**src/design/assert_macros.svh**
```systemverilog
// ----------------------------------------------------------------------------
// assert_macros.svh
// concurrent assertion helpers, clocked on clk_i and disabled in reset
// ----------------------------------------------------------------------------
`ifndef ASSERT_MACROS_SVH
`define ASSERT_MACROS_SVH
`ifndef NO_ASSERTIONS
// property must hold at every clock edge out of reset
`define LFR_ASSERT(lbl, prop) \
  lbl: assert property (@(posedge clk_i) disable iff (!rst_ni) (prop)) \
    else $error("assertion failed");
// condition must never be seen at a clock edge out of reset
`define LFR_ASSERT_NEVER(lbl, cond) \
  lbl: assert property (@(posedge clk_i) disable iff (!rst_ni) !(cond)) \
    else $error("forbidden condition seen");
`else
`define LFR_ASSERT(lbl, prop)
`define LFR_ASSERT_NEVER(lbl, cond)
`endif
`endif

```
**src/design/lfr_pkg.sv**
```systemverilog
// ----------------------------------------------------------------------------
// lfr_pkg
// shared types, constants and helper functions of the lin frame receiver
// ----------------------------------------------------------------------------
`default_nettype none

package lfr_pkg;

  // bytes per frame: data bytes plus the checksum byte
  localparam int unsigned FrameBytes  = 9;
  localparam int unsigned DataLen     = FrameBytes - 1;
  localparam int unsigned NumDataOut  = 8;
  localparam int unsigned QueueDepth  = 2;
  localparam int unsigned QPtrW       = $clog2(QueueDepth);
  localparam int unsigned QCntW       = $clog2(QueueDepth + 1);

  localparam logic [7:0] SyncByte     = 8'h55;
  localparam logic [7:0] BreakByte    = 8'h00;
  localparam logic [7:0] IdMask       = 8'h3F;
  localparam logic [5:0] DiagMasterId = 6'h3C;
  localparam logic [5:0] DiagSlaveId  = 6'h3D;

  typedef enum logic [1:0] {
    PhBreak = 2'd0,
    PhSync  = 2'd1,
    PhPid   = 2'd2,
    PhData  = 2'd3
  } phase_e;

  typedef enum logic [1:0] {
    CmdByte  = 2'd0,
    CmdTick  = 2'd1,
    CmdFault = 2'd2
  } cmd_e;

  typedef enum logic [1:0] {
    CfgEnhanced = 2'd0,
    CfgBreakGap = 2'd1,
    CfgTimeout  = 2'd2
  } cfg_idx_e;

  typedef enum logic [1:0] {
    StMaster      = 2'd0,
    StSlave       = 2'd1,
    StChecksumErr = 2'd2,
    StParityErr   = 2'd3
  } status_e;

  typedef struct packed {
    logic        enhanced;
    logic [15:0] break_gap;
    logic [15:0] timeout;
  } cfg_t;

  // completed frame as handed from the front to the back
  typedef struct packed {
    logic                          ok;
    logic                          enhanced;
    logic [7:0]                    pid;
    logic [7:0]                    crc;
    logic [7:0]                    sum_classic;
    logic [7:0]                    sum_master;
    logic [7:0]                    sum_slave;
    logic [NumDataOut-1:0][7:0]    data;
  } frame_rec_t;

  typedef struct packed {
    status_e                       status;
    logic [5:0]                    id;
    logic [NumDataOut-1:0][7:0]    data;
  } result_t;

  // identifier with its two parity bits
  function automatic logic [7:0] pid_parity(input logic [5:0] id);
    logic p0;
    logic p1;
    p0 = id[0] ^ id[1] ^ id[2] ^ id[4];
    p1 = ~(id[1] ^ id[3] ^ id[4] ^ id[5]);
    return {p1, p0, id};
  endfunction

  // add with end-around carry
  function automatic logic [7:0] lin_add(input logic [7:0] s, input logic [7:0] b);
    logic [8:0] t;
    t = {1'b0, s} + {1'b0, b};
    return t[8] ? (t[7:0] + 8'd1) : t[7:0];
  endfunction

endpackage

`default_nettype wire

```
**src/design/lfr_queue.sv**
```systemverilog
// ----------------------------------------------------------------------------
// lfr_queue
// small queue of completed frames between the front and the back
// ----------------------------------------------------------------------------
`default_nettype none
`include "assert_macros.svh"

module lfr_queue (
  input  wire logic              clk_i,
  input  wire logic              rst_ni,
  input  wire logic              push_i,
  input  wire lfr_pkg::frame_rec_t rec_i,
  output logic                   full_o,
  input  wire logic              pop_i,
  output logic                   empty_o,
  output lfr_pkg::frame_rec_t    rec_o
);
  import lfr_pkg::*;

  frame_rec_t         mem_q [QueueDepth];
  logic [QPtrW-1:0]   wr_ptr_q, wr_ptr_d;
  logic [QPtrW-1:0]   rd_ptr_q, rd_ptr_d;
  logic [QCntW-1:0]   cnt_q, cnt_d;
  logic               do_push, do_pop;

  assign full_o  = (cnt_q == QCntW'(QueueDepth));
  assign empty_o = (cnt_q == '0);
  assign do_push = push_i && !full_o;
  assign do_pop  = pop_i && !empty_o;
  assign rec_o   = mem_q[rd_ptr_q];

  always_comb begin
    wr_ptr_d = do_push ? wr_ptr_q + QPtrW'(1) : wr_ptr_q;
    rd_ptr_d = do_pop ? rd_ptr_q + QPtrW'(1) : rd_ptr_q;
    cnt_d    = cnt_q;
    if (do_push && !do_pop) begin
      cnt_d = cnt_q + QCntW'(1);
    end else if (!do_push && do_pop) begin
      cnt_d = cnt_q - QCntW'(1);
    end
  end

  always_ff @(posedge clk_i or negedge rst_ni) begin
    if (!rst_ni) begin
      wr_ptr_q <= '0;
      rd_ptr_q <= '0;
      cnt_q    <= '0;
    end else begin
      wr_ptr_q <= wr_ptr_d;
      rd_ptr_q <= rd_ptr_d;
      cnt_q    <= cnt_d;
    end
  end

  always_ff @(posedge clk_i) begin
    if (do_push) begin
      mem_q[wr_ptr_q] <= rec_i;
    end
  end

  `LFR_ASSERT(a_cnt_bound, cnt_q <= QCntW'(QueueDepth))
  `LFR_ASSERT_NEVER(a_no_push_full, push_i && full_o)
  `LFR_ASSERT(a_empty_ptrs, (cnt_q == '0) |-> (rd_ptr_q == wr_ptr_q))

endmodule

`default_nettype wire

```
**src/design/lfr_front.sv**
```systemverilog
// ----------------------------------------------------------------------------
// lfr_front
// frame tracker: phases, idle ticks, data capture and running checksums
// ----------------------------------------------------------------------------
`default_nettype none
`include "assert_macros.svh"

module lfr_front (
  input  wire logic              clk_i,
  input  wire logic              rst_ni,
  input  wire lfr_pkg::cfg_t     cfg_i,
  input  wire logic              in_valid_i,
  input  wire logic [1:0]        cmd_i,
  input  wire logic [7:0]        rx_byte_i,
  output logic                   rec_valid_o,
  output lfr_pkg::frame_rec_t    rec_o
);
  import lfr_pkg::*;

  phase_e       phase_q, phase_d, phase_eff;
  logic [7:0]   pid_q, pid_d;
  logic         ok_q, ok_d;
  logic [3:0]   cnt_q, cnt_d;
  logic [15:0]  idle_q, idle_d;
  logic         seen_q, seen_d;
  logic [7:0]   sum_cl_q, sum_cl_d;
  logic [7:0]   sum_m_q, sum_m_d;
  logic [7:0]   sum_s_q, sum_s_d;
  logic [7:0]   data_q [NumDataOut];
  logic         data_we;
  logic         is_byte;
  logic         last_byte;

  assign is_byte   = in_valid_i && (cmd_i == CmdByte);
  assign last_byte = (cnt_q >= 4'(DataLen));

  // gap and data timeouts push the byte back to the break phase
  always_comb begin
    phase_eff = phase_q;
    if (seen_q && (idle_q > cfg_i.break_gap)) begin
      phase_eff = PhBreak;
    end
    if ((phase_eff == PhData) && (idle_q > cfg_i.timeout)) begin
      phase_eff = PhBreak;
    end
  end

  // next phase
  always_comb begin
    phase_d = phase_q;
    if (in_valid_i && (cmd_i == CmdFault)) begin
      phase_d = PhBreak;
    end else if (is_byte) begin
      case (phase_eff)
        PhBreak: begin
          if (rx_byte_i == BreakByte) begin
            phase_d = PhSync;
          end else if (rx_byte_i == SyncByte) begin
            phase_d = PhPid;
          end else begin
            phase_d = PhBreak;
          end
        end
        PhSync: begin
          if (rx_byte_i == SyncByte) begin
            phase_d = PhPid;
          end else if (rx_byte_i == BreakByte) begin
            phase_d = PhSync;
          end else begin
            phase_d = PhBreak;
          end
        end
        PhPid: phase_d = PhData;
        PhData: phase_d = last_byte ? PhBreak : PhData;
        default: phase_d = PhBreak;
      endcase
    end
  end

  // frame datapath
  always_comb begin
    pid_d       = pid_q;
    ok_d        = ok_q;
    cnt_d       = cnt_q;
    idle_d      = idle_q;
    seen_d      = seen_q;
    sum_cl_d    = sum_cl_q;
    sum_m_d     = sum_m_q;
    sum_s_d     = sum_s_q;
    data_we     = 1'b0;
    rec_valid_o = 1'b0;
    if (in_valid_i) begin
      case (cmd_i)
        CmdTick: begin
          if (idle_q != '1) begin
            idle_d = idle_q + 16'd1;
          end
        end
        CmdFault: begin
          pid_d  = '0;
          ok_d   = 1'b1;
          cnt_d  = '0;
          idle_d = '0;
          seen_d = 1'b0;
        end
        CmdByte: begin
          idle_d = '0;
          seen_d = 1'b1;
          case (phase_eff)
            PhBreak: begin
              cnt_d = '0;
              ok_d  = 1'b1;
              pid_d = '0;
            end
            PhPid: begin
              pid_d    = rx_byte_i;
              sum_cl_d = '0;
              sum_m_d  = rx_byte_i & IdMask;
              sum_s_d  = rx_byte_i;
              if (cfg_i.enhanced && (rx_byte_i != pid_parity(rx_byte_i[5:0]))) begin
                ok_d = 1'b0;
              end
            end
            PhData: begin
              cnt_d = cnt_q + 4'd1;
              if (last_byte) begin
                rec_valid_o = 1'b1;
              end else begin
                data_we  = 1'b1;
                sum_cl_d = lin_add(sum_cl_q, rx_byte_i);
                sum_m_d  = lin_add(sum_m_q, rx_byte_i);
                sum_s_d  = lin_add(sum_s_q, rx_byte_i);
              end
            end
            default: ;
          endcase
        end
        default: ;
      endcase
    end
  end

  always_comb begin
    rec_o.ok          = ok_q;
    rec_o.enhanced    = cfg_i.enhanced;
    rec_o.pid         = pid_q;
    rec_o.crc         = rx_byte_i;
    rec_o.sum_classic = sum_cl_q;
    rec_o.sum_master  = sum_m_q;
    rec_o.sum_slave   = sum_s_q;
    for (int i = 0; i < NumDataOut; i++) begin
      rec_o.data[i] = (i < DataLen) ? data_q[i] : 8'h00;
    end
  end

  always_ff @(posedge clk_i or negedge rst_ni) begin
    if (!rst_ni) begin
      phase_q  <= PhBreak;
      pid_q    <= '0;
      ok_q     <= 1'b1;
      cnt_q    <= '0;
      idle_q   <= '0;
      seen_q   <= 1'b0;
      sum_cl_q <= '0;
      sum_m_q  <= '0;
      sum_s_q  <= '0;
    end else begin
      phase_q  <= phase_d;
      pid_q    <= pid_d;
      ok_q     <= ok_d;
      cnt_q    <= cnt_d;
      idle_q   <= idle_d;
      seen_q   <= seen_d;
      sum_cl_q <= sum_cl_d;
      sum_m_q  <= sum_m_d;
      sum_s_q  <= sum_s_d;
    end
  end

  always_ff @(posedge clk_i) begin
    if (data_we) begin
      data_q[cnt_q[2:0]] <= rx_byte_i;
    end
  end

  `LFR_ASSERT(a_rec_in_data, rec_valid_o |-> (phase_q == PhData))
  `LFR_ASSERT(a_break_after_rec, rec_valid_o |=> (phase_q == PhBreak))
  `LFR_ASSERT(a_cnt_bound, cnt_q <= 4'(FrameBytes))

endmodule

`default_nettype wire

```
**src/design/lfr_back.sv**
```systemverilog
// ----------------------------------------------------------------------------
// lfr_back
// checksum and status evaluation with a small result queue
// ----------------------------------------------------------------------------
`default_nettype none

module lfr_back (
  input  wire logic                clk_i,
  input  wire logic                rst_ni,
  input  wire logic                rec_valid_i,
  input  wire lfr_pkg::frame_rec_t rec_i,
  output logic                     rec_pop_o,
  output logic                     empty_o,
  input  wire logic                pop_i,
  output lfr_pkg::result_t         res_o
);
  import lfr_pkg::*;

  result_t            res_q [QueueDepth];
  result_t            res_new;
  logic [QPtrW-1:0]   wr_ptr_q, rd_ptr_q;
  logic [QCntW-1:0]   cnt_q, cnt_d;
  logic               do_pop;
  logic [5:0]         id;
  logic               classic;
  logic               sum_ok;
  logic               from_master;
  logic [7:0]         chk_m, chk_s;

  assign empty_o   = (cnt_q == '0);
  assign do_pop    = pop_i && !empty_o;
  assign rec_pop_o = rec_valid_i && (cnt_q != QCntW'(QueueDepth));
  assign res_o     = res_q[rd_ptr_q];

  // status of the frame at the queue head
  always_comb begin
    id          = rec_i.pid[5:0];
    classic     = !rec_i.enhanced || (id == DiagMasterId) || (id == DiagSlaveId);
    chk_m       = ~rec_i.sum_master;
    chk_s       = ~rec_i.sum_slave;
    if (classic) begin
      sum_ok      = (rec_i.crc == ~rec_i.sum_classic);
      from_master = (id != DiagSlaveId);
    end else begin
      sum_ok      = (rec_i.crc == chk_m) || (rec_i.crc == chk_s);
      from_master = (rec_i.crc != chk_s);
    end
    res_new.id   = id;
    res_new.data = rec_i.data;
    if (!rec_i.ok) begin
      res_new.status = StParityErr;
    end else if (!sum_ok) begin
      res_new.status = StChecksumErr;
    end else if (from_master) begin
      res_new.status = StMaster;
    end else begin
      res_new.status = StSlave;
    end
  end

  always_comb begin
    cnt_d = cnt_q;
    if (rec_pop_o && !do_pop) begin
      cnt_d = cnt_q + QCntW'(1);
    end else if (!rec_pop_o && do_pop) begin
      cnt_d = cnt_q - QCntW'(1);
    end
  end

  always_ff @(posedge clk_i or negedge rst_ni) begin
    if (!rst_ni) begin
      wr_ptr_q <= '0;
      rd_ptr_q <= '0;
      cnt_q    <= '0;
    end else begin
      cnt_q <= cnt_d;
      if (rec_pop_o) begin
        wr_ptr_q <= wr_ptr_q + QPtrW'(1);
      end
      if (do_pop) begin
        rd_ptr_q <= rd_ptr_q + QPtrW'(1);
      end
    end
  end

  always_ff @(posedge clk_i) begin
    if (rec_pop_o) begin
      res_q[wr_ptr_q] <= res_new;
    end
  end

endmodule

`default_nettype wire

```
**src/design/lin_frame_receiver_top.sv**
```systemverilog
// ----------------------------------------------------------------------------
// lin_frame_receiver_top
// lin bus frame receiver: follows break, sync, identifier and data, reports
// each complete frame with its checksum and parity status
// ----------------------------------------------------------------------------
// result path: a frame's record enters the frame queue when the item with its
//   checksum byte is accepted, then moves to the result queue when that has room
// throughput: one item per cycle, every item handled by the frame tracker as it
//   is accepted; input stalls only while the frame queue is full
// reset: rst_ni is asynchronous and active low; registers return to enhanced
//   mode, gap 14 and timeout 100, both queues are emptied, no clearing pass
// ----------------------------------------------------------------------------
`default_nettype none

module lin_frame_receiver_top (
  input  wire logic        clk_i,
  input  wire logic        rst_ni,
  // configuration write port
  input  wire logic        cfg_we_i,
  input  wire logic [1:0]  cfg_idx_i,
  input  wire logic [15:0] cfg_data_i,
  // input items
  input  wire logic        push,
  output logic             full,
  input  wire logic [1:0]  cmd_i,
  input  wire logic [7:0]  rx_byte_i,
  // result items
  output logic             empty,
  input  wire logic        pop,
  output logic [1:0]       frame_status_o,
  output logic [5:0]       frame_id_o,
  output logic [7:0]       data_byte0_o,
  output logic [7:0]       data_byte1_o,
  output logic [7:0]       data_byte2_o,
  output logic [7:0]       data_byte3_o,
  output logic [7:0]       data_byte4_o,
  output logic [7:0]       data_byte5_o,
  output logic [7:0]       data_byte6_o,
  output logic [7:0]       data_byte7_o
);
  import lfr_pkg::*;

  cfg_t        cfg_q;
  logic        in_accept;
  logic        rec_valid;
  frame_rec_t  rec_front;
  frame_rec_t  rec_head;
  logic        mid_full;
  logic        mid_empty;
  logic        mid_pop;
  result_t     res;

  // configuration registers; write only while the block is idle (not enforced)
  always_ff @(posedge clk_i or negedge rst_ni) begin
    if (!rst_ni) begin
      cfg_q.enhanced  <= 1'b1;
      cfg_q.break_gap <= 16'd14;
      cfg_q.timeout   <= 16'd100;
    end else if (cfg_we_i) begin
      case (cfg_idx_i)
        CfgEnhanced: cfg_q.enhanced  <= cfg_data_i[0];
        CfgBreakGap: cfg_q.break_gap <= cfg_data_i;
        CfgTimeout:  cfg_q.timeout   <= cfg_data_i;
        default: ;
      endcase
    end
  end

  // input side stalls only when the frame queue has no room left, so a
  // frame-ending byte always finds a free slot
  assign full      = mid_full;
  assign in_accept = push && !full;

  // front: classifies every item and tracks the frame
  lfr_front u_front (
    .clk_i       (clk_i),
    .rst_ni      (rst_ni),
    .cfg_i       (cfg_q),
    .in_valid_i  (in_accept),
    .cmd_i       (cmd_i),
    .rx_byte_i   (rx_byte_i),
    .rec_valid_o (rec_valid),
    .rec_o       (rec_front)
  );

  // decoupling queue of completed frames
  lfr_queue u_queue (
    .clk_i   (clk_i),
    .rst_ni  (rst_ni),
    .push_i  (rec_valid),
    .rec_i   (rec_front),
    .full_o  (mid_full),
    .pop_i   (mid_pop),
    .empty_o (mid_empty),
    .rec_o   (rec_head)
  );

  // back: status evaluation and result queue
  lfr_back u_back (
    .clk_i       (clk_i),
    .rst_ni      (rst_ni),
    .rec_valid_i (!mid_empty),
    .rec_i       (rec_head),
    .rec_pop_o   (mid_pop),
    .empty_o     (empty),
    .pop_i       (pop),
    .res_o       (res)
  );

  // oldest waiting result item
  assign frame_status_o = res.status;
  assign frame_id_o     = res.id;
  assign data_byte0_o   = res.data[0];
  assign data_byte1_o   = res.data[1];
  assign data_byte2_o   = res.data[2];
  assign data_byte3_o   = res.data[3];
  assign data_byte4_o   = res.data[4];
  assign data_byte5_o   = res.data[5];
  assign data_byte6_o   = res.data[6];
  assign data_byte7_o   = res.data[7];

endmodule

`default_nettype wire
```
**config.mk**
```make
export PLATFORM = sky130hd
export DESIGN_NAME = lin_frame_receiver_top
export DESIGN_NICKNAME = d
export VERILOG_FILES = /design/src/design/lfr_pkg.sv /design/src/design/lfr_queue.sv /design/src/design/lfr_front.sv /design/src/design/lfr_back.sv /design/src/design/lin_frame_receiver_top.sv
export VERILOG_INCLUDE_DIRS = /design/src /design/src/design
export SDC_FILE = /design/constraint.sdc
export NUM_CORES = 1
export LEC_CHECK = 0
export BUFFER_PORTS_ARGS = -buffer_cell sky130_fd_sc_hd__buf_2
export CAP_MARGIN = 20
export CORE_MARGIN = 2
export CORE_UTILIZATION = 55
export DETAILED_ROUTE_END_ITERATION = 7
export PLACE_DENSITY = 0.73
export SYNTH_ARGS = -nofsm -noshare
export SYNTH_HDL_FRONTEND = slang
export SYNTH_SLANG_ARGS = --single-unit
```
**constraint.sdc**
```tcl
create_clock -name clk_i -period 6.9 [get_ports clk_i]
set_clock_uncertainty 0.15 [all_clocks]
set_input_delay 0.345 -clock clk_i [delete_from_list [all_inputs] [get_ports clk_i]]
set_output_delay 0.345 -clock clk_i [all_outputs]
set_load 0.02 [all_outputs]
```
# After elaboration in Yosys (flattened, before gate mapping)
# Memories as Yosys holds them, arrays and structs flattened.
# Cells that the tools add are included.
# totals
n_memories,3
out_inout_bits,74
mem_bits_rw,420
reg_bits,97
elab_cells,174
# classes
bitwise_logic,10
n_eq_ne,25
n_addsub,16
n_mux,52
magnitude_cmp,3
reduce_logical,47
# mem_list
name,depth,word_bits,read_ports,rd_ports_with_merged_regs,write_ports,line,source
u_queue.mem_q,2,106,1,0,1,lfr_queue.sv:20,frame_rec_t mem_q [QueueDepth];
u_back.res_q,2,72,1,0,1,lfr_back.sv:19,result_t res_q [QueueDepth];
u_front.data_q,8,8,8,0,1,lfr_front.sv:29,logic [7:0] data_q [NumDataOut];
# ops
operator,count
8-bit one-hot mux with 2 select lines,5
8-bit 2-to-1 mux,6
16-bit greater-than comparator,2
16-bit one-hot mux with 2 select lines,1
2-bit 2-to-1 mux,14
8-bit by 8-bit adder with 9-bit output,3
"8-bit by 1-bit adder with 8-bit output, second input constant",3
8-bit == test,3
8-bit NOT,3
1-bit 2-to-1 mux,19
"16-bit by 1-bit adder with 16-bit output, second input constant",1
16-bit 2-to-1 mux,1
"16-bit inequality test, second input constant",1
4-bit one-hot mux with 2 select lines,2
1-bit logical AND,14
"2-bit == test, second input constant",6
"6-bit == test, second input constant",2
2-bit nonzero test,6
2-bit logical NOT,5
"3-bit inequality test, second input constant",3
3-bit AND reduction,3
"8-bit by 7-bit == test with 1-bit output, second input constant",1
1-bit logical NOT,8
8-bit logical NOT,1
19 further kinds,40

# Logic depth before layout (Yosys ltp)
# Gate-level depths: netlist of the first run.
# depth
ltp_word,15
ltp_mapped,18

# Cells and area by module
# Synthesis of the first run repeated with hierarchy kept, for this count alone.
# hier_totals
cells_unflattened,1344
area_unflattened_um2,22026.1
# modules_own_cells
mod,n_inst,area_each_um2,cells_each,seq_area_each_um2
lfr_queue,1,7960.1,349,6466.2
lfr_front,1,7021.7,641,3324.4
lfr_back,1,5683.0,281,4424.2
lin_frame_receiver_top,1,1361.3,73,834.6

# Worst setup path before layout of the first run
# OpenSTA, ideal clock, no wires.
# synth_timing
path_kind,flip-flop to flip-flop
from,register cfg_q[17] (netlist bit)
to,memory u_queue.mem_q[0][0] (netlist bit) (enable)
arrival_time_ns,6.990
setup_time_ns,0.568
setup_slack_ns,-0.809
path_stages_with_launch,14
cell_sequence,dfstp_2 > inv_1 > ha_1 > nor2b_1 > o211ai_1 > a2111o_1 > a31oi_2 > clkinv_2 > ha_1 > o41ai_1 > o311ai_4 > nor2_2 > nand3_1 > nor2_1
# synth_via
elab_chain_cells,13
# synth_lines
item,line,source
start: declaration,lin_frame_receiver_top.sv:43,cfg_t cfg_q;
16-bit greater-than comparator *,lfr_front.sv:40,if (seen_q && (idle_q > cfg_i.break_gap)) begin
1-bit logical AND *,lfr_front.sv:40,
2-bit 2-to-1 mux *,lfr_front.sv:40,
2-bit == test,lfr_front.sv:43,if ((phase_eff == PhData) && (idle_q > cfg_i.timeout)) begin
1-bit logical AND,lfr_front.sv:43,
2-bit 2-to-1 mux *,lfr_front.sv:43,
2-bit == test *,lfr_front.sv:109,case (phase_eff)
1-bit 2-to-1 mux *,lfr_front.sv:109,
1-bit 2-to-1 mux *,lfr_front.sv:93,case (cmd_i)
1-bit 2-to-1 mux *,lfr_front.sv:92,if (in_valid_i) begin
1-bit logical AND *,lfr_queue.sv:28,assign do_push = push_i && !full_o;
1-bit 2-to-1 mux *,lfr_queue.sv:56,if (do_push) begin
1-bit 2-to-1 mux (implied by the code) *,lfr_queue.sv:57,mem_q[wr_ptr_q] <= rec_i;
end: declaration,lfr_queue.sv:20,
# Every way passes the cells marked *; elsewhere a longest branch is shown, timed or not.

# Worst setup path in the final report of the first run
# layout_timing
from,register cfg_q[17] (netlist bit)
to,memory u_queue.mem_q[0][24] (netlist bit) (enable)
# The elaborated chain is that of the path after synthesis.

==> results of run 1 <==
-- layer usage --
| metal | GRT usage (%) | vias to the layer above | share of wire, % |
|---|---|---|---|
| met5 | 0 | - | 0 |
| met4 | 7.59 | 0 | 2.8 |
| met3 | 3.17 | 77 | 3.6 |
| met2 | 33.1 | 224 | 49 |
| met1 | 27.1 | 5676 | 45 |
| li1 | - | 5279 | - |
-- kinds of logic (layout without fill, tap and decap cells) --
family / count (synthesis) / count (layout) / synth area share (%)
DFF: 511 / 511 / 69.6
buffers and inverters: 90 / 292 / 1.69
adders and majority gates: 72 / 72 / 4.32
and+or+nand+nor: 186 / 186 / 4.56
AOI/OAI and AO/OA: 133 / 133 / 4.19
muxes: 204 / 204 / 10.9
xor gates and xnor gates: 114 / 114 / 4.67
-- metrics by stage --
stage	area, sq um	instances	hold WS [ns]	util (%)
global route	24400	2030	0.114	63.5
floorplan	21400	1310	-0.101	-
global placement	22600	1918	0.237	58.7
detailed placement	22600	1918	0.249	58.7
CTS	24400	2030	0.0943	63.5
finish	24400	2030	0.138	63.5
-- worst max-delay path: stages, from the launching register on --
cell and delay, ns:
dfstp_2 0.52, inv_1 0.04, ha_1 0.28, nor2b_1 0.15, o211ai_1 0.10, a2111o_1 0.40
a31oi_2 0.27, clkinv_2 0.15, ha_1 0.23, o41ai_1 0.14, o311ai_4 0.12, buf_4 0.25
nor2_2 0.23, nand3_1 0.21, nor2_4 0.65, buf_4 0.60
-- cells in the final DEF, fill, tap and decap left out, drive strengths merged, types with 6 or more instances in the layout --
cell and count:
a211oi 8, a21o 10, a21oi 31, a31o 6
and2 6, buf 120, clkbuf 74, clkinv 11
dfrtp 87, dfstp 8, dlygate4sd3 22, edfxtp 416
ha 69, inv 61, mux2 198, mux2i 6
nand2 31, nand3 20, nand4 22, nor2 42
nor2b 8, nor3 14, nor3b 6, nor4 15
o21ai 30, o22ai 13, xnor2 64, xor2 50
-- where the power goes --
| group | switching (W) | internal, W |
|---|---|---|
| sequential | 0.000168 | 0.00397 |
| clock | 0.00113 | 0.00152 |
| combinational | 0.00126 | 0.000827 |
-- area by class of cell --
cell class	instances	area [sq um]	share of cell area, %
sequential	511	14900	60.9
clock inverter	16	201	0.825
multi-input combinational	709	6170	25.3
inverter	60	226	0.927
clock buffer	74	1420	5.83
tap	518	648	2.65
timing repair buffer	142	871	3.57
-- cell usage after synthesis (2+ instances only) --
cell type / instances / area share, %
o22ai_1: 13 / 0.38
or2_2: 3 / 0.088
o211ai_1: 4 / 0.14
a22o_1: 4 / 0.16
o21bai_1: 3 / 0.11
inv_1: 59 / 1.0
mux2_4: 12 / 0.84
dfrtp_1: 87 / 10
o21ai_0: 30 / 0.70
xor2_1: 50 / 2.0
xnor2_1: 64 / 2.6
and2_1: 6 / 0.18
mux2_2: 186 / 9.8
a21oi_1: 30 / 0.70
nand3b_1: 2 / 0.070
nor2b_1: 8 / 0.23
or3_1: 4 / 0.12
a31oi_1: 4 / 0.12
and3_1: 5 / 0.15
ha_1: 69 / 4.0
a32oi_1: 3 / 0.12
a31o_2: 6 / 0.25
nand4_1: 22 / 0.64
mux2i_1: 6 / 0.28
nand2b_1: 2 / 0.059
nor2_1: 41 / 0.72
and4_1: 3 / 0.12
a211oi_1: 7 / 0.25
dfstp_2: 8 / 0.98
a21o_1: 10 / 0.35
edfxtp_1: 416 / 58
nor3_1: 14 / 0.33
o41ai_1: 2 / 0.082
o21a_1: 4 / 0.14
clkbuf_1: 25 / 0.44
nand2_1: 31 / 0.54
nor4_1: 14 / 0.41
nor3b_1: 6 / 0.21
buf_2: 3 / 0.070
nand3_1: 20 / 0.47
fa_1: 3 / 0.28
-- path summary, 6_finish.rpt --
check	from	to	cells after the start
max	cfg_q[17]$_DFFE_PN1P_	u_queue.mem_q[0][24]$_DFFE_PP_	15
max in group asynchronous	rst_ni	u_queue.rd_ptr_q$_DFFE_PN0P_	3
max reg2reg	cfg_q[17]$_DFFE_PN1P_	u_queue.mem_q[0][24]$_DFFE_PP_	15
min reg2reg	u_front.data_q[6][1]$_DFFE_PP_	u_queue.mem_q[0][49]$_DFFE_PP_	0
min in group asynchronous	rst_ni	cfg_q[23]$_DFFE_PN0P_	2
min	rx_byte_i[6]	u_front.data_q[4][6]$_DFFE_PP_	1
-- sequential cells by signal (all words and copies together) (netlist names), 2 cells and up --
| name | flops |
|---|---|
| u_queue.cnt_q | 2 |
| u_front.sum_s_q | 8 |
| u_front.cnt_q | 4 |
| u_front.data_q | 64 |
| u_front.idle_q | 16 |
| cfg_q | 33 |
| u_front.pid_q | 6 |
| u_queue.mem_q | 208 |
| u_front.sum_m_q | 8 |
| u_front.sum_cl_q | 8 |
| u_back.res_q | 144 |
| u_back.cnt_q | 2 |
| u_front.phase_q | 2 |
==> summary.txt, run 1 <==
Timing
  – RSZ-0062 raised after global routing: no
  – Final Cycle Share: 71.1%
  – Relative slew slack: 27.1%
  – Final worst path period need: 4.91 ns
  – Final Max Tran Viols: 0
  – Final setup viols: 0
  – Final worst setup slack: 1.99 ns
  – Fmax: 204 MHz
  – Total negative slack: 0 ns
  – Worst-Margin Slew: 1.09 ns
  – Hold Violations, Final: 0

Synth
  – Syn_area_per_cell: 16.3 sq um
  – Asr flop ratio synth: 18.6%
  – Yosys cell types: 62
  – Post-Syn Area: 21400 sq um
  – Post-synthesis net count: 1415
  – Post-synth EDFFs: 416
  – Register bit total from synthesis: 511
  – Synth Warn #: 0
  – Post-synth top flop: edfxtp_1
  – Post-Syn Instances: 1310
  – Register area share after synthesis: 69.6%

GRT
  – GRT Total Usage: 20.1%
  – First-pass GRT wire length: 63100 microns
  – Total gr overflow: 0
  – Largest net degree at the start of global routing: 80
  – Vias in the first global route: 11500
  – Initial antenna violation count: 1

CTS
  – Post-CTS sizing: 0
  – TritonCTS buffer count: 50
  – Skew-Pair Late Insertion Delay: 0.60 ns
  – # hold bufs at CTS: 22
  – Root buf cell: clkbuf_16
  – Maximum clock path buffer count: 3
  – Clk sinks: 511
  – Clk slew on worst S/H paths: 0.06 ns
  – H-tree depth: 2
  – CTS tree: built
  – Post-CTS Setup Inserts: 0

Final layout
  – Fillcell total: 2710
  – Share of cells above drive strength 1: 28.0%
  – # nets final: 1579
  – # diodes: 0
  – Area growth syn-to-layout: 14.3%

Route
  – WL per Instance: 19.6 microns
  – Vias: 11300
  – Antenna-violating nets left: 0
  – Number of remaining DRC errors: 0
  – Vias per inst: 5.54
  – DR pass1 iterations: 5
  – 1st-iter DRT viols: 594
  – WL final: 39700 microns

Pwr
  – Maximum VDD drop: 0.268 mV
  – Power Total: 0.00888 W
  – PwrDens: 363 nW/um^2
  – Static Leak: 9.05 nW

Worst setup path
  – Crit path DAT: 4.98 ns
  – CP Launch Type: flip-flop
  – R2R Setup Slk: 1.99 ns
  – Critical path class: flip-flop to flip-flop
  – Crit Path Max Fanout: 44
  – Critical path required time: 6.97 ns
  – Crit. End Element: flip-flop

Floorplanning
  – Ports: 107
  – Starting Density: 55.5%
  – Chip Height: 201 microns
  – Std-Cell Rows: 72
  – Core Area: 38500 sq um
  – DIE WIDTH: 201 microns
  – Die Area: 40400 sq um

Placed design
  – Dpl hpwl: 24900 microns
  – GPL Wtd Cong: 0.883
  – IO Port Bufs: 106
  – DP Worst Slack: 2.00 ns

Run
  – MaxCap Viol Count: 0

Min path
  – Hold WC Path Type: input port to flip-flop

Outcome
  – Status: completed
Power figures use the tool's default switching activity.
==> run 2, diff against run 1 <==
clock period = 3.99 ns   (was 6.9 ns; I/O delays follow)
==> run 2 against run 1 <==
  * Global-route usage grew 0.33 points
  * Critical path depth fell by 3
  * Sequential power grew 75%
  * Non-clock buffer count up 17
  * Combinational power increased by 73%
  * Routed wire length increased by 2.5%
  * Final area up 1.5%
  * Via count is 0.99% higher
  * Clock-buffer cell count decreased by 13
  * Die area unchanged
  * Final cell count rose by 0.69%
  * Critical endpoint is now u_front.sum_m_q[4]$_DFFE_PN0P_
==> summary.txt, run 2 (synthesized netlist as in run 1, its figures left out) <==
GRT
  – GRT Total Usage: 20.4% (+0.33 points)
  – Initial antenna violation count: 0 (-1)
  – Total gr overflow: 0 (unchanged)
  – Largest net degree at the start of global routing: 73 (-8.8%)
  – First-pass GRT wire length: 63900 microns (+1.3%)
  – Vias in the first global route: 11600 (+0.46%)

Floorplanning
  – Core Area: 38500 sq um (unchanged)
  – DIE WIDTH: 201 microns (unchanged)
  – Std-Cell Rows: 72 (unchanged)
  – Starting Density: 55.5% (unchanged)
  – Die Area: 40400 sq um (unchanged)
  – Chip Height: 201 microns (unchanged)
  – Ports: 107 (unchanged)

Timing
  – Final Cycle Share: 96.1% (+25 points)
  – Final worst path period need: 3.83 ns (-1.07 ns)
  – Relative slew slack: 32.9% (+5.8 points)
  – Worst-Margin Slew: 1.01 ns (-0.0872 ns)
  – Final Max Tran Viols: 0 (unchanged)
  – Hold Violations, Final: 0 (unchanged)
  – Fmax: 261 MHz (+28%)
  – Worst-case hold slack: 0.0361 ns (-0.102 ns)
  – RSZ-0062 raised after global routing: no
  – Total negative slack: 0 ns (unchanged)
  – Final setup viols: 0 (unchanged)

CTS
  – CTS tree: built
  – H-tree depth: 2 (unchanged)
  – TritonCTS buffer count: 48 (-4.0%)
  – Clk slew on worst S/H paths: 0.06 ns (about the same)
  – Post-CTS Setup Inserts: 0 (unchanged)
  – Maximum clock path buffer count: 3 (unchanged)
  – Skew-Pair Late Insertion Delay: 0.58 ns (-0.02 ns)
  – Root buf cell: clkbuf_16
  – Clk sinks: 511 (unchanged)

Worst setup path
  – Crit path DAT: 4.14 ns (-0.84 ns)
  – R2R Setup Slk: 0.16 ns (-1.84 ns)
  – Crit. End Element: flip-flop
  – Crit Path Max Fanout: 23 (-48%)
  – Critical path class: flip-flop to flip-flop
  – CP Launch Type: flip-flop
  – Critical path required time: 4.30 ns (-2.67 ns)

Route
  – Vias per inst: 5.56 (+0.29%)
  – Antenna-violating nets left: 0 (unchanged)
  – Vias: 11400 (+0.99%)
  – DR pass1 iterations: 4 (-1)
  – WL per Instance: 19.9 microns (+1.8%)
  – Number of remaining DRC errors: 0 (unchanged)
  – WL final: 40700 microns (+2.5%)
  – 1st-iter DRT viols: 679 (+14%)

Final layout
  – Largest reg by FF count: u_queue.mem_q
  – # nets final: 1594 (+0.95%)
  – Commonest non-fill, non-tap cells in the layout: edfxtp_1 (416), mux2_2 (186), buf_2 (105)
  – Footprint of the multi-input gates: 6240 sq um (+1.2%)
  – Register area: 14900 sq um (unchanged)
  – Most common cell after layout, fill and taps aside: edfxtp_1
  – Fillcell total: 2678 (-1.2%)
  – # diodes: 0 (unchanged)
  – Area growth syn-to-layout: 16.0%
  – Max FFs per register: 208 (unchanged)
  – Share of cells above drive strength 1: 29.4% (+1.3 points)
  – Design area: 24800 sq um (+1.5%)

Pwr
  – PwrDens: 632 nW/um^2 (+74%)
  – Maximum VDD drop: 0.495 mV (+85%)
  – Power Total: 0.0157 W (+77%)
  – Static Leak: 9.20 nW (+1.6%)

Placed design
  – Dpl hpwl: 25800 microns (+3.5%)
  – Placement Cell Area: 22800 sq um (+0.97%)
  – IO Port Bufs: 106 (unchanged)
  – GPL Wtd Cong: 0.817 (-7.5%)

Run
  – MaxCap Viol Count: 0 (unchanged)

Outcome
  – Status: completed

Min path
  – Hold WC Path Type: input port to flip-flop
run 2: critical path: stages, from the launching register on:
cell,delay [ns]
dfrtp_1,0.45
ha_1,0.34
nand4_1,0.20
or4_4,0.59
a21oi_2,0.20
a31oi_4,0.06
clkinv_2,0.12
ha_4,0.15
o41ai_4,0.08
o311ai_4,0.40
buf_4,0.34
mux2_2,0.37
mux2_4,0.25
run 2: area by class of cell:
class | instances | area share (%)
Inverter | 60 | 0.913
Clock inverter | 26 | 1.52
Tap cell | 518 | 2.61
Sequential cell | 511 | 60.0
Multi-Input combinational cell | 709 | 25.2
Clock buffer | 61 | 5.30
Timing Repair Buffer | 159 | 4.45
run 2: path summary, 6_finish.rpt:
check	startpoint	end	depth (start not counted)
worst max register to register	u_front.idle_q[11]$_DFFE_PN0P_	u_front.sum_m_q[4]$_DFFE_PN0P_	12
worst max-delay path	u_front.idle_q[11]$_DFFE_PN0P_	u_front.sum_m_q[4]$_DFFE_PN0P_	12
worst min register to register	u_front.data_q[1][6]$_DFFE_PP_	u_queue.mem_q[1][14]$_DFFE_PP_	0
max in group asynchronous	rst_ni	u_front.sum_m_q[7]$_DFFE_PN0P_	3
worst min-delay path	rx_byte_i[2]	u_queue.mem_q[1][90]$_DFFE_PP_	1
min in group asynchronous	rst_ni	cfg_q[4]$_DFFE_PN0P_	2
run 2: per-layer routing:
layer / share of wire, % / global-route usage, % / wire [microns]
met5: 0 / 0 / 0
met4: 2.3 / 5.93 / 933
met3: 4.1 / 3.39 / 1680
met2: 49 / 33.5 / 19900
met1: 45 / 28.4 / 18200
run 2: stage by stage:
stage          instances  util (%)  setup WS (ns)
2_1_floorplan       1310         -         -0.702
6_report            2044      64.5          0.156
5_1_grt             2044      64.5         0.0152
3_5_place_dp        1930      59.3          0.157
4_1_cts             2043      64.3          0.142
3_3_place_gp        1930      59.3          0.218
run 2: timing repair:
item / CTS / global route
hold buffers: 26 / 0
resized for setup: 0 / 3
endpoints found under the hold margin: 120 / 0
setup endpoints to repair: 0 / 65
run 2: report_power, final:
group | internal, W | switching, W
combinational | 0.00148 | 0.00214
sequential | 0.00687 | 0.000363
clock | 0.00292 | 0.00190
==> run 3, diff against run 2 <==
PLACE_DENSITY = 0.76   (was 0.73)
==> run 3 against run 2 <==
  * Global-route usage about the same
  * Core utilization shrank 0.24 points
  * Highest routed layer unchanged
  * Worst setup slack improved by 0.0039 ns
  * Via count up 0.40%
  * Largest power group unchanged
  * Sequential share of layout area rose by 0.23 points
  * Largest cell class unchanged
==> summary.txt, run 3 (synthesized netlist as in run 1, its figures left out) <==
Outcome
  – Status: completed

Worst setup path
  – Largest delay contributor family on the critical path: simple AND/OR/NAND/NOR gates
  – Crit Path Max Fanout: 29 (+26%)
  – Crit. End Element: flip-flop
  – Reg2reg end: u_queue.mem_q[1][11]$_DFFE_PP_
  – Slowest cell on crit path: dfstp_2
  – Critical path required time: 4.11 ns (-0.19 ns)
  – Critical path class: flip-flop to flip-flop
  – Worst R2R Start: cfg_q[17]$_DFFE_PN1P_
  – Worst Path Buf+Inv: 3 (+1)
  – R2R Setup Slk: 0.16 ns (about the same)
  – Crit path DAT: 3.95 ns (-0.19 ns)
  – Max stage delay on crit path: 0.53 ns (-0.06 ns)
  – CP Launch Type: flip-flop
  – FF-to-FF path depth: 16 (+4)
  – CP Cell Sequence: inv_1 > ha_1 > nor2b_1 > o211ai_1 > a2111o_1 > nand3_1 > nand3_1 > and2_4 > ha_4 > o41ai_4 > o311ai_4 > nor2_4 > nand3_2 > inv_1 > and2_4 > buf_12

Floorplanning
  – Core Area: 38500 sq um (unchanged)
  – Die Area: 40400 sq um (unchanged)
  – Chip Height: 201 microns (unchanged)
  – Ports: 107 (unchanged)
  – Std-Cell Rows: 72 (unchanged)
  – Starting Density: 55.5% (unchanged)
  – DIE WIDTH: 201 microns (unchanged)

Route
  – Antenna-violating nets left: 0 (unchanged)
  – Number of remaining DRC errors: 0 (unchanged)
  – WL per Instance: 19.6 microns (-1.5%)
  – Vias per inst: 5.56 (about the same)
  – 1st-iter DRT viols: 680 (+0.15%)
  – WL final: 40300 microns (-1.1%)
  – Vias: 11400 (+0.40%)
  – DR pass1 iterations: 5 (+1)

Min path
  – Hold Crit Endpoint: u_front.data_q[2][5]$_DFFE_PP_
  – Hold WC Path Type: input port to flip-flop
  – Hold path start: rx_byte_i[5]
  – Hold Path Depth: 1 (unchanged)

Timing
  – Relative slew slack: 41.0% (+8.1 points)
  – Hold Violations, Final: 0 (unchanged)
  – RSZ-0062 raised after global routing: no
  – Fmax: 261 MHz (+0.10%)
  – Worst-Margin Slew: 0.885 ns (-0.121 ns)
  – Final setup viols: 0 (unchanged)
  – Total negative slack: 0 ns (unchanged)
  – Final Max Tran Viols: 0 (unchanged)
  – Final Cycle Share: 96.0% (-0.097 points)
  – Final worst path period need: 3.83 ns (-0.00386 ns)
  – Final worst setup slack: 0.160 ns (+0.00385 ns)

CTS
  – Maximum clock path buffer count: 3 (unchanged)
  – Root buf cell: clkbuf_16
  – Clk slew on worst S/H paths: 0.06 ns (about the same)
  – CTS tree: built
  – Skew-Pair Late Insertion Delay: 0.59 ns (about the same)
  – Clk sinks: 511 (unchanged)
  – H-tree depth: 2 (unchanged)
  – TritonCTS buffer count: 47 (-2.1%)

Pwr
  – Maximum VDD drop: 0.399 mV (-19%)
  – Sw frac: 28.6% (+0.52 points)
  – Internal: 0.0109 W (-3.1%)
  – PwrDens: 620 nW/um^2 (-2.0%)
  – Gate power share: 24.0% (+0.9 points)
  – Seq pwr share: 47.0% (+0.9 points)
  – Sw Pwr: 0.00438 W (-0.56%)
  – Clock Power Share: 29.0% (-1.8 points)
  – Power Total: 0.0153 W (-2.4%)
  – Static Leak: 9.18 nW (-0.20%)

GRT
  – Vias in the first global route: 11500 (-0.0087%)
  – Total gr overflow: 0 (unchanged)
  – Initial antenna violation count: 1 (+1)
  – Largest net degree at the start of global routing: 73 (unchanged)
  – First-pass GRT wire length: 63900 microns (-0.15%)
  – GRT Total Usage: 20.4% (about the same)

Final layout
  – Fillcell total: 2616 (-2.3%)
  – Commonest non-fill, non-tap cells in the layout: edfxtp_1 (416), mux2_2 (186), buf_2 (105)
  – Largest reg by FF count: u_queue.mem_q
  – # nets final: 1601 (+0.44%)
  – Max FFs per register: 208 (unchanged)
  – Area growth syn-to-layout: 15.6%
  – Final non-filler cell total: 2052 (+0.39%)
  – Most common cell after layout, fill and taps aside: edfxtp_1
  – Share of cells above drive strength 1: 29.5% (+0.11 points)
  – # diodes: 0 (unchanged)

Placed design
  – GPL Wtd Cong: 0.846 (+3.6%)
  – Placed insts: 1934 (+0.21%)
  – IO Port Bufs: 106 (unchanged)
  – Dpl hpwl: 26500 microns (+2.8%)
  – DP Worst Slack: 0.146 ns (-0.0104 ns)

Run
  – MaxCap Viol Count: 0 (unchanged)
==> run 3: cell types whose count changed in the layout (fill, tap and decap cells not counted), sizes merged <==
cell      previous run  this run
clkinv              15        24
clkinvlp             3         1
buf                132       141
clkbuf              62        54
bufinv               9         6
inv                 59        62
==> run 3: timing repair <==
action | 4_1_cts | 5_1_grt
endpoints found under the setup margin | 0 | 106
setup buffers | 0 | 5
resized for setup | 0 | 1
hold buffers | 25 | 1
hold endpoints to repair | 113 | 3
==> run 3: worst max-delay path by stage <==
| stage | cells after the start | endpoint | slack, ns | from |
|---|---|---|---|---|
| final | 16 | u_queue.mem_q[1][11]$_DFFE_PP_ | 0.16 | cfg_q[17]$_DFFE_PN1P_ |
| after detailed placement | 16 | u_queue.mem_q[1][11]$_DFFE_PP_ | 0.15 | cfg_q[17]$_DFFE_PN1P_ |
| after floorplan | 14 | u_queue.mem_q[0][0]$_DFFE_PP_ | -0.70 | cfg_q[17]$_DFFE_PN1P_ |
| after global placement | 16 | u_queue.mem_q[1][104]$_DFFE_PP_ | 0.19 | cfg_q[17]$_DFFE_PN1P_ |
| after global routing | 16 | u_queue.mem_q[1][11]$_DFFE_PP_ | 0.009 | cfg_q[17]$_DFFE_PN1P_ |
| after CTS | 16 | u_queue.mem_q[1][11]$_DFFE_PP_ | 0.08 | cfg_q[17]$_DFFE_PN1P_ |
==> run 3: metrics by stage <==
step / hold WS, ns / cell area [sq um] / utilization (%)
floorplan: -0.246 / 21500 / -
global placement: 0.221 / 22900 / 59.4
detailed placement: 0.230 / 22900 / 59.4
CTS: 0.00643 / 24600 / 64.1
global route: 0.00602 / 24700 / 64.2
finish: 0.0326 / 24700 / 64.2
==> run 3: cell type report <==
cell class | instances | area (sq um) | share of cell area (%)
Clock buffer | 54 | 1200 | 4.87
Clock inverter | 33 | 342 | 1.38
Inverter | 60 | 226 | 0.917
Multi-Input combinational cell | 709 | 6240 | 25.3
Sequential cell | 511 | 14900 | 60.3
Tap cell | 518 | 648 | 2.62
Timing Repair Buffer | 167 | 1160 | 4.68
==> run 3: power by group through the flow <==
stage	logic [W]	clock network (W)	registers, W
after CTS	0.00373	0.00453	0.00720
after detailed placement	0.00368	0	0.00730
final	0.00367	0.00444	0.00719
after global placement	0.00365	0	0.00724
after global routing	0.00398	0.00474	0.00727
after floorplan	0.00262	0	0.00717
==> run 3: worst register-to-register path, delay by kind of cell, from the launching register on <==
family / cells / cell delay [ns]
adder cells (fa/ha/maj): 2 / 0.43
AND/OR/NAND/NOR: 7 / 1.18
buffers and inverters: 3 / 0.41
flip-flops: 1 / 0.53
AO/OA/AOI/OAI: 4 / 0.80
==> run 3: metal layers <==
metal / GRT usage (%) / vias up / routed length [microns]
met4: 7.65 / 0 / 1180
met5: 0 / - / 0
met2: 33.4 / 303 / 19500
met1: 27.8 / 5697 / 17400
li1: - / 5329 / -
met3: 3.21 / 83 / 2110
